`src/hdl/sdoewv_pkg.sv`:
```
// sdoewv_pkg: types, codes and frame helpers for the sdo expedited write block
// no dependencies

`timescale 1ns / 1ps

package sdoewv_pkg;

    localparam logic [10:0] SDO_REQUEST_BASE = 11'd1536;

    localparam logic [1:0] FUNC_WRITE = 2'd0;
    localparam logic [1:0] FUNC_RX    = 2'd1;
    localparam logic [1:0] FUNC_TICK  = 2'd2;

    localparam logic [1:0] KIND_FRAME = 2'd0;
    localparam logic [1:0] KIND_DONE  = 2'd1;
    localparam logic [1:0] KIND_FAIL  = 2'd2;

    localparam logic [1:0] CFG_NODE_ID     = 2'd0;
    localparam logic [1:0] CFG_TRIAL_LIMIT = 2'd1;
    localparam logic [1:0] CFG_TRIAL_TICKS = 2'd2;

    localparam logic [7:0] CMD_UPLOAD_REQ   = 8'h40;
    localparam logic [7:0] CMD_DOWNLOAD_ACK = 8'h60;
    localparam logic [7:0] CMD_ABORT        = 8'h80;
    localparam logic [7:0] CMD_EXPEDITED    = 8'h23;
    localparam logic [7:0] CMD_SIZE_MASK    = 8'h0C;
    localparam logic [7:0] CMD_XFER_MASK    = 8'h03;

    localparam int unsigned MAX_RESULTS = 3;

    typedef struct packed {
        logic [1:0]  func;
        logic [15:0] obj_index;
        logic [7:0]  obj_subindex;
        logic [2:0]  size_bytes;
        logic [31:0] write_value;
        logic        verify;
        logic [7:0]  rx_command;
        logic [31:0] rx_payload;
    } in_word_t;

    typedef struct packed {
        logic [1:0]  kind;
        logic [10:0] can_id;
        logic [3:0]  frame_len;
        logic [63:0] frame_data;
        logic [31:0] read_value;
        logic        abort_seen;
        logic        last;
    } out_word_t;

    function automatic out_word_t download_word(
        input logic [10:0] id,
        input logic [15:0] idx,
        input logic [7:0]  sub,
        input logic [2:0]  size,
        input logic [31:0] value
    );
        out_word_t  w;
        logic [1:0] unused;
        logic [7:0] cmd;
        unused       = 2'(3'd4 - size);
        cmd          = CMD_EXPEDITED | {4'd0, unused, 2'd0};
        w.kind       = KIND_FRAME;
        w.can_id     = id;
        w.frame_len  = 4'd4 + {1'b0, size};
        w.frame_data = {value, sub, idx[15:8], idx[7:0], cmd};
        w.read_value = '0;
        w.abort_seen = 1'b0;
        w.last       = 1'b0;
        return w;
    endfunction

    function automatic out_word_t upload_word(
        input logic [10:0] id,
        input logic [15:0] idx,
        input logic [7:0]  sub
    );
        out_word_t w;
        w.kind       = KIND_FRAME;
        w.can_id     = id;
        w.frame_len  = 4'd8;
        w.frame_data = {32'd0, sub, idx[15:8], idx[7:0], CMD_UPLOAD_REQ};
        w.read_value = '0;
        w.abort_seen = 1'b0;
        w.last       = 1'b0;
        return w;
    endfunction

    function automatic out_word_t end_word(
        input logic [1:0]  kind,
        input logic [31:0] value,
        input logic        aborted
    );
        out_word_t w;
        w.kind       = kind;
        w.can_id     = '0;
        w.frame_len  = '0;
        w.frame_data = '0;
        w.read_value = value;
        w.abort_seen = aborted;
        w.last       = 1'b0;
        return w;
    endfunction

endpackage

```
`src/hdl/sdo_expedited_write_verify.sv`:
```
// sdo_expedited_write_verify: sdo client for one expedited write with read-back check
// depends on sdoewv_pkg
//
// Usage:
//   Input channel (in_valid / in_stall) carries one word per item: a write
//   request, a received sdo frame or a timer tick, selected by func.
//   Output channel (out_valid / out_stall) carries result words: frames to
//   transmit, write done or write failed; last marks the final word of an item.
//   Configuration (cfg_we / cfg_index / cfg_data) writes node_id, trial_limit
//   and trial_ticks; write only while the block is idle.
//   An accepted word lands in an input register and is processed in one pass
//   into a three-entry result buffer whose head drives the output port.
//   The first result word reaches the output once the item has passed from the
//   input register into the head of the result buffer.
//   An item moves into the buffer only when the buffer is empty or its last
//   word is being taken, so the buffer holds the results of one item at a time.
//   The input register takes a new word while the buffer still drains.
//   While the receiver stalls, the head word holds and the input stalls once
//   the input register is full and the buffer cannot take its results.
//   Reset clears all control state and loads the register defaults
//   (node 1, trial limit 3, trial ticks 10).

`timescale 1ns / 1ps

module sdo_expedited_write_verify
    import sdoewv_pkg::*;
(
    input  logic        clk,
    input  logic        rst_n,

    input  logic        cfg_we,
    input  logic [1:0]  cfg_index,
    input  logic [15:0] cfg_data,

    input  logic        in_valid,
    output logic        in_stall,
    input  logic [1:0]  func,
    input  logic [15:0] obj_index,
    input  logic [7:0]  obj_subindex,
    input  logic [2:0]  size_bytes,
    input  logic [31:0] write_value,
    input  logic        verify,
    input  logic [7:0]  rx_command,
    input  logic [31:0] rx_payload,

    output logic        out_valid,
    input  logic        out_stall,
    output logic [1:0]  kind,
    output logic [10:0] can_id,
    output logic [3:0]  frame_len,
    output logic [63:0] frame_data,
    output logic [31:0] read_value,
    output logic        abort_seen,
    output logic        last
);

    logic [6:0]  node_id_reg;
    logic [7:0]  trial_limit_reg;
    logic [15:0] trial_ticks_reg;

    logic        busy_reg, busy_next;
    logic [15:0] target_index_reg, target_index_next;
    logic [7:0]  target_subindex_reg, target_subindex_next;
    logic [31:0] target_value_reg, target_value_next;
    logic [2:0]  target_size_reg, target_size_next;
    logic [31:0] resp_value_reg, resp_value_next;
    logic        resp_aborted_reg, resp_aborted_next;
    logic [15:0] elapsed_reg, elapsed_next;
    logic [7:0]  trial_count_reg, trial_count_next;

    logic        s1_valid_reg, s1_valid_next;
    in_word_t    s1_reg;

    out_word_t   res_reg [MAX_RESULTS];
    out_word_t   res_next [MAX_RESULTS];
    out_word_t   gen [MAX_RESULTS];
    logic [1:0]  res_n_reg, res_n_next;
    logic [1:0]  gen_n;

    logic        in_take;
    logic        out_take;
    logic        res_free;
    logic        move;
    logic [10:0] tx_id;
    logic [2:0]  req_size;
    logic [31:0] rx_value;
    logic [15:0] elapsed_inc;

    // handshake
    assign out_valid = (res_n_reg != 2'd0);
    assign out_take  = out_valid && !out_stall;
    assign res_free  = (res_n_reg == 2'd0) || (out_take && res_n_reg == 2'd1);
    assign move      = s1_valid_reg && res_free;
    assign in_stall  = s1_valid_reg && !res_free;
    assign in_take   = in_valid && !in_stall;

    assign kind       = res_reg[0].kind;
    assign can_id     = res_reg[0].can_id;
    assign frame_len  = res_reg[0].frame_len;
    assign frame_data = res_reg[0].frame_data;
    assign read_value = res_reg[0].read_value;
    assign abort_seen = res_reg[0].abort_seen;
    assign last       = res_reg[0].last;

    assign tx_id = SDO_REQUEST_BASE + {4'd0, node_id_reg};

    always_comb
    begin
        if (s1_reg.size_bytes == 3'd0)
            req_size = 3'd1;
        else if (s1_reg.size_bytes > 3'd4)
            req_size = 3'd4;
        else
            req_size = s1_reg.size_bytes;
    end

    // received value sized by its unused-byte count
    always_comb
    begin
        rx_value = resp_value_reg;
        if ((s1_reg.rx_command & CMD_XFER_MASK) != 8'd0)
        begin
            case (s1_reg.rx_command[3:2])
                2'd0:    rx_value = s1_reg.rx_payload;
                2'd1:    rx_value = {8'd0, s1_reg.rx_payload[23:0]};
                2'd2:    rx_value = {16'd0, s1_reg.rx_payload[15:0]};
                2'd3:    rx_value = {24'd0, s1_reg.rx_payload[7:0]};
                default: rx_value = s1_reg.rx_payload;
            endcase
        end
    end

    assign elapsed_inc = (elapsed_reg == 16'hFFFF) ? elapsed_reg : elapsed_reg + 16'd1;

    // one pass over the item in the input register
    always_comb
    begin
        busy_next            = busy_reg;
        target_index_next    = target_index_reg;
        target_subindex_next = target_subindex_reg;
        target_value_next    = target_value_reg;
        target_size_next     = target_size_reg;
        resp_value_next      = resp_value_reg;
        resp_aborted_next    = resp_aborted_reg;
        elapsed_next         = elapsed_reg;
        trial_count_next     = trial_count_reg;
        gen_n                = 2'd0;
        for (int i = 0; i < MAX_RESULTS; i++)
            gen[i] = end_word(KIND_DONE, 32'd0, 1'b0);

        case (s1_reg.func)
            FUNC_WRITE:
            begin
                target_index_next    = s1_reg.obj_index;
                target_subindex_next = s1_reg.obj_subindex;
                target_size_next     = req_size;
                target_value_next    = s1_reg.write_value;
                resp_value_next      = 32'd0;
                elapsed_next         = 16'd0;
                trial_count_next     = 8'd0;
                gen[0] = download_word(tx_id, s1_reg.obj_index, s1_reg.obj_subindex,
                                       req_size, s1_reg.write_value);
                gen_n  = 2'd2;
                if (!s1_reg.verify)
                begin
                    busy_next = 1'b0;
                    gen[1]    = end_word(KIND_DONE, 32'd0, resp_aborted_reg);
                end
                else
                begin
                    busy_next = 1'b1;
                    gen[1]    = upload_word(tx_id, s1_reg.obj_index, s1_reg.obj_subindex);
                end
            end
            FUNC_RX:
            begin
                resp_value_next   = rx_value;
                resp_aborted_next = ((s1_reg.rx_command & CMD_XFER_MASK) == 8'd0)
                                    && (s1_reg.rx_command == CMD_ABORT);
                if (busy_reg && s1_reg.obj_index == target_index_reg
                    && s1_reg.obj_subindex == target_subindex_reg
                    && rx_value == target_value_reg)
                begin
                    busy_next = 1'b0;
                    gen[0]    = end_word(KIND_DONE, rx_value, resp_aborted_next);
                    gen_n     = 2'd1;
                end
            end
            FUNC_TICK:
            begin
                if (busy_reg)
                begin
                    gen[0] = download_word(tx_id, target_index_reg, target_subindex_reg,
                                           target_size_reg, target_value_reg);
                    gen[1] = upload_word(tx_id, target_index_reg, target_subindex_reg);
                    gen_n  = 2'd2;
                    elapsed_next = elapsed_inc;
                    if (elapsed_inc > trial_ticks_reg)
                    begin
                        if (trial_count_reg >= trial_limit_reg)
                        begin
                            busy_next = 1'b0;
                            gen[2]    = end_word(KIND_FAIL, resp_value_reg, resp_aborted_reg);
                            gen_n     = 2'd3;
                        end
                        else
                        begin
                            if (trial_count_reg != 8'hFF)
                                trial_count_next = trial_count_reg + 8'd1;
                            elapsed_next = 16'd0;
                        end
                    end
                end
            end
            default:
            begin
                gen_n = 2'd0;
            end
        endcase

        case (gen_n)
            2'd1:    gen[0].last = 1'b1;
            2'd2:    gen[1].last = 1'b1;
            2'd3:    gen[2].last = 1'b1;
            default: gen[0].last = 1'b0;
        endcase
    end

    // result buffer, head is the output register
    always_comb
    begin
        res_n_next = res_n_reg;
        for (int i = 0; i < MAX_RESULTS; i++)
            res_next[i] = res_reg[i];
        if (move)
        begin
            res_n_next = gen_n;
            for (int i = 0; i < MAX_RESULTS; i++)
                res_next[i] = gen[i];
        end
        else if (out_take)
        begin
            res_n_next  = res_n_reg - 2'd1;
            res_next[0] = res_reg[1];
            res_next[1] = res_reg[2];
        end
    end

    always_comb
    begin
        s1_valid_next = s1_valid_reg;
        if (in_take)
            s1_valid_next = 1'b1;
        else if (move)
            s1_valid_next = 1'b0;
    end

    always_ff @(posedge clk or negedge rst_n)
    begin
        if (!rst_n)
        begin
            node_id_reg     <= 7'd1;
            trial_limit_reg <= 8'd3;
            trial_ticks_reg <= 16'd10;
        end
        else if (cfg_we)
        begin
            case (cfg_index)
                CFG_NODE_ID:     node_id_reg     <= cfg_data[6:0];
                CFG_TRIAL_LIMIT: trial_limit_reg <= cfg_data[7:0];
                CFG_TRIAL_TICKS: trial_ticks_reg <= cfg_data;
                default:         node_id_reg     <= node_id_reg;
            endcase
        end
    end

    always_ff @(posedge clk or negedge rst_n)
    begin
        if (!rst_n)
        begin
            busy_reg            <= 1'b0;
            target_index_reg    <= 16'd0;
            target_subindex_reg <= 8'd0;
            target_value_reg    <= 32'd0;
            target_size_reg     <= 3'd4;
            resp_value_reg      <= 32'd0;
            resp_aborted_reg    <= 1'b0;
            elapsed_reg         <= 16'd0;
            trial_count_reg     <= 8'd0;
        end
        else if (move)
        begin
            busy_reg            <= busy_next;
            target_index_reg    <= target_index_next;
            target_subindex_reg <= target_subindex_next;
            target_value_reg    <= target_value_next;
            target_size_reg     <= target_size_next;
            resp_value_reg      <= resp_value_next;
            resp_aborted_reg    <= resp_aborted_next;
            elapsed_reg         <= elapsed_next;
            trial_count_reg     <= trial_count_next;
        end
    end

    always_ff @(posedge clk or negedge rst_n)
    begin
        if (!rst_n)
        begin
            s1_valid_reg <= 1'b0;
            res_n_reg    <= 2'd0;
        end
        else
        begin
            s1_valid_reg <= s1_valid_next;
            res_n_reg    <= res_n_next;
        end
    end

    always_ff @(posedge clk)
    begin
        if (in_take)
        begin
            s1_reg.func         <= func;
            s1_reg.obj_index    <= obj_index;
            s1_reg.obj_subindex <= obj_subindex;
            s1_reg.size_bytes   <= size_bytes;
            s1_reg.write_value  <= write_value;
            s1_reg.verify       <= verify;
            s1_reg.rx_command   <= rx_command;
            s1_reg.rx_payload   <= rx_payload;
        end
        for (int i = 0; i < MAX_RESULTS; i++)
            res_reg[i] <= res_next[i];
    end

    // checks
    a_hold_stalled: assert property (@(posedge clk) disable iff (!rst_n)
        out_valid && out_stall |=> out_valid && $stable(res_reg[0]))
        else $error("stalled output word changed");

    a_busy_end: assert property (@(posedge clk) disable iff (!rst_n)
        $fell(busy_reg) |-> res_n_reg != 2'd0)
        else $error("write ended without a done or failed word");

    a_last_word: assert property (@(posedge clk) disable iff (!rst_n)
        out_take && res_n_reg == 2'd1 |-> res_reg[0].last)
        else $error("final buffered word not marked last");

    a_stall_full: assert property (@(posedge clk) disable iff (!rst_n)
        in_stall |-> s1_valid_reg && res_n_reg != 2'd0)
        else $error("input stalled with room downstream");

endmodule

```
`config.mk`:
```
export PLATFORM = sky130hd
export DESIGN_NAME = sdo_expedited_write_verify
export DESIGN_NICKNAME = d
export VERILOG_FILES = /design/src/hdl/sdoewv_pkg.sv /design/src/hdl/sdo_expedited_write_verify.sv
export SDC_FILE = /design/constraint.sdc
export NUM_CORES = 1
export LEC_CHECK = 0
export ABC_CLOCK_PERIOD_IN_PS = 10350
export BUFFER_PORTS_ARGS = -buffer_cell sky130_fd_sc_hd__buf_2
export CAP_MARGIN = 10
export CORE_ASPECT_RATIO = 0.7
export CORE_MARGIN = 8
export CORE_UTILIZATION = 60
export CTS_CLUSTER_DIAMETER = 100
export DETAILED_ROUTE_END_ITERATION = 8
export HOLD_SLACK_MARGIN = 0.05
export PLACE_DENSITY_LB_ADDON = 0.05
export SYNTH_ARGS = -nofsm -noshare
export SYNTH_HDL_FRONTEND = slang
export SYNTH_SLANG_ARGS = --single-unit
export TNS_END_PERCENT = 20
```
`constraint.sdc`:
```
create_clock -name clk -period 10.35 [get_ports clk]
set_clock_uncertainty 0.2 [all_clocks]
set_input_delay 0.5175 -clock clk [delete_from_list [all_inputs] [get_ports clk]]
set_output_delay 0.5175 -clock clk [all_outputs]
set_load 0.05 [all_outputs]
```
==> qor.csv <==
metric;value;unit
hold_violations;0;
drtAntennaViolNets;0;
crit_top_cell;and3_1;
numCtsBuffers;45;
viasPerCell;5.76;
fmax;188;MHz
synth_mux_area_share;5.89;%
synth_xor_xnor_area_share;2.64;%
cts_tree;done;
avgSynthCellArea;12.2;sq um
synth_cell_type_count;68;
finalSetupViolCount;0;
drtPass1Iterations;9;
grtUsageTotal;25.5;%
leakage;9.98;nW
min_period;5.32;ns
fp.dieW;239;microns
async_reset_ff_share;32.5;%
grt_max_degree;88;
htreeDepth;2;
clock_sink_count;464;
synthAdderAreaFrac;1.91;%
place.port_buffers;237;
die_h;172;microns
crit_buf_inv;0;
grt_antenna_before_repair;1;
clk_pin_slew;0.06;ns
slew_headroom;22.3;%
crit_required;10.65;ns
drt_iter0_drc;1279;
cp_top_family;simple AND/OR/NAND/NOR gates;
synthFlopType;edfxtp_1;
powerDensity;315;nW/um^2
vias;14200;
grt_overflow;0;
final.setup.tns;0;ns
grt_pass1_wl;82200;microns
hold_class;in2reg;
synthSimpleGateAreaFrac;10.2;%
fin_nets;2108;
place.gp.congestion;0.838;
cts-root-buf;clkbuf_16;
synth_top_family_by_area;compound AO/OA/AOI/OAI gates;
startpoint_type;flip-flop;
synthTopCellsByArea;edfxtp_1 40%, dfrtp_1 17%, mux2_2 4.9%, buf_4 4.1%, a22oi_1 3.4%;
grt_pass1_vias;14500;
path_cells;ha_1 > and2_1 > and3_1 > and3_1 > nand3_1 > and2_1 > nand3_1 > xnor2_1 > ha_1 > and3_1 > a221o_1 > a221oi_1 > o21ai_0 > o211ai_1 > nand2_1 > nor2_1 > a22o_1;
arrival;5.62;ns
die_area;41200;sq um
initial_core_util;60.6;%
cp_slowest_stage_delay;0.56;ns
clk_path_buf_depth;3;
synth_edf_count;278;
fin_crit_sh;51.4;%
ctsResizeCount;0;
crit_fanout;15;
synth-seq-cells;464;
fin_cells;2460;
wl_per_cell;21.5;microns
syn_area;20900;sq um
clkLatencyLatePin;0.56;ns
critPathKind;reg2reg;
nFillCells;2494;
syn_to_final_growth;16.7;%
status;complete, no violations;
tightest_slew;1.17;ns
synth_top_area_share;39.9;%
drcViolationCount;0;
ir_drop;0.000230;V
antenna_cells;0;
io_pins;242;
seq_area_frac_synth;61.3;%
dp_hpwl;33700;microns
yosysWarningCount;0;
drive_gt1_share;24.2;%
max-cap-violations;0;
synth_area_leader_cell;edfxtp_1;
dp_cells;2255;
rows;57;
end_kind;flip-flop;
largest_reg_flops;211;
drv_slew;0;
synth_compound_area_share;11.3;%
rsz0062_at_grt;false;
crit_path_top_delay_cell;nor2_1;
wl;52900;microns
netlist_instances;1722;
coreArea;34500;sq um
[worst reg2reg max path, cell delays in order (launching register included)]
cell and delay [ns]:
dfrtp_1 0.45, ha_1 0.20, and2_1 0.21, and3_1 0.28, and3_1 0.24, nand3_1 0.41
and2_1 0.32, nand3_1 0.14, xnor2_1 0.16, ha_1 0.26, and3_1 0.17, a221o_1 0.35
a221oi_1 0.27, o21ai_0 0.25, o211ai_1 0.30, nand2_1 0.23, nor2_1 0.57, a22o_1 0.26
[synth_stat cells (3+ instances only)]
library cell / n
edfxtp_1: 278
nand2_1: 189
dfrtp_1: 145
buf_4: 113
a22oi_1: 96
nor2_1: 95
mux2_2: 91
o21ai_0: 76
a21oi_1: 64
clkbuf_1: 62
inv_1: 51
and2_1: 46
dfxtp_1: 35
xnor2_1: 34
ha_1: 32
o21ai_2: 30
xor2_1: 29
a22o_1: 25
nand3_1: 20
nor2b_1: 17
buf_1: 15
nand2b_1: 15
and3_1: 14
mux2i_1: 14
a21o_1: 13
nor3_1: 11
nor4_1: 11
nand4_1: 10
dfstp_2: 6
o31ai_1: 6
a221oi_1: 5
buf_6: 5
mux2i_2: 5
o21a_1: 5
a31oi_1: 4
a32o_1: 3
and4_1: 3
nand3b_1: 3
nor3b_1: 3
o211ai_1: 3
o22ai_1: 3
[repair_timing]
item | 4_1_cts | 5_1_grt
hold endpoints to repair | 171 | 1
buffers inserted | 0 | 0
hold buffers | 119 | 1
[area by class of cell]
class                      instances  area (sq um)  share of cell area (%)
tap                              472           591                    2.42
inverter                          52           195                   0.799
clock buffer                      59          1260                    5.16
timing repair buffer             377          2540                    10.4
clock inverter                    25           262                    1.07
sequential                       464         12800                    52.5
multi-input combinational       1011          6750                    27.6
[cell families (layout without fill, tap and decap cells)]
logic type      Yosys count  count (layout)
simple gates            452             452
buf+inv                 250             513
flops                   464             464
fa+ha+maj                32              32
compound gates          350             350
xor+xnor                 63              63
other cells               1               4
mux                     110             110
[layer usage]
metal	global-route usage (%)	wire (microns)
met2	42.0	25600
met5	0	8
met4	8.90	1630
met3	4.35	3520
met1	34.4	22100
[metrics by stage]
step / power, mW / utilization [%] / hold WS, ns / setup slack (ns) / cell area, sq um
final: 7.69 / 70.8 / 0.163 / 5.03 / 24400
after global routing: 8.05 / 70.8 / 0.168 / 4.59 / 24400
after CTS: 7.72 / 70.7 / 0.0515 / 5.09 / 24400
after detailed placement: 5.98 / 62.9 / 0.247 / 5.11 / 21700
after global placement: 5.92 / 62.9 / 0.242 / 5.30 / 21700
after floorplan: 5.48 / - / 0.0219 / 5.42 / 20900
[final timing paths]
kind	from	to	slack, ns	cells after the start
setup / recovery	elapsed_reg[0]	elapsed_reg[9]	5.03	17
hold / removal	cfg_index[0]	node_id_reg[5]	0.16	3
setup reg to reg	elapsed_reg[0]	elapsed_reg[9]	5.03	17
hold reg to reg	res_reg[0][120]	res_reg[0][120]	0.25	2
max in group asynchronous	rst_n	target_value_reg[12]	8.50	3
min in group asynchronous	rst_n	trial_ticks_reg[10]	0.24	2
[report_power, final]
group	leakage (nW)	switching, mW	internal (mW)
clock network	0.754	0.707	0.988
logic	4.28	1.92	0.750
registers	4.94	0.477	2.85
total	9.98	3.10	4.58
[cell usage in the layout, fill, tap and decap left out, types with 6 or more instances in the layout]
master / n
o21ai_0: 74
dfrtp_1: 145
mux2i_1: 14
buf_2: 236
and2_1: 44
clkbuf_16: 47
clkbuf_1: 8
nand2_1: 187
mux2_2: 91
nor2b_1: 17
dlygate4sd3_1: 120
nor2_1: 92
dfstp_2: 6
buf_4: 19
nand2b_1: 14
o31ai_1: 6
nand4_1: 10
o21ai_2: 32
a22oi_1: 96
clkinv_2: 13
a21oi_1: 64
a22o_1: 25
nor3_1: 10
xor2_1: 29
nand3_1: 20
a21o_1: 13
ha_1: 31
nor4_1: 11
xnor2_1: 34
edfxtp_1: 278
dfxtp_1: 35
and3_1: 14
inv_1: 51
Note: power is estimated with default switching activity, not from simulation.
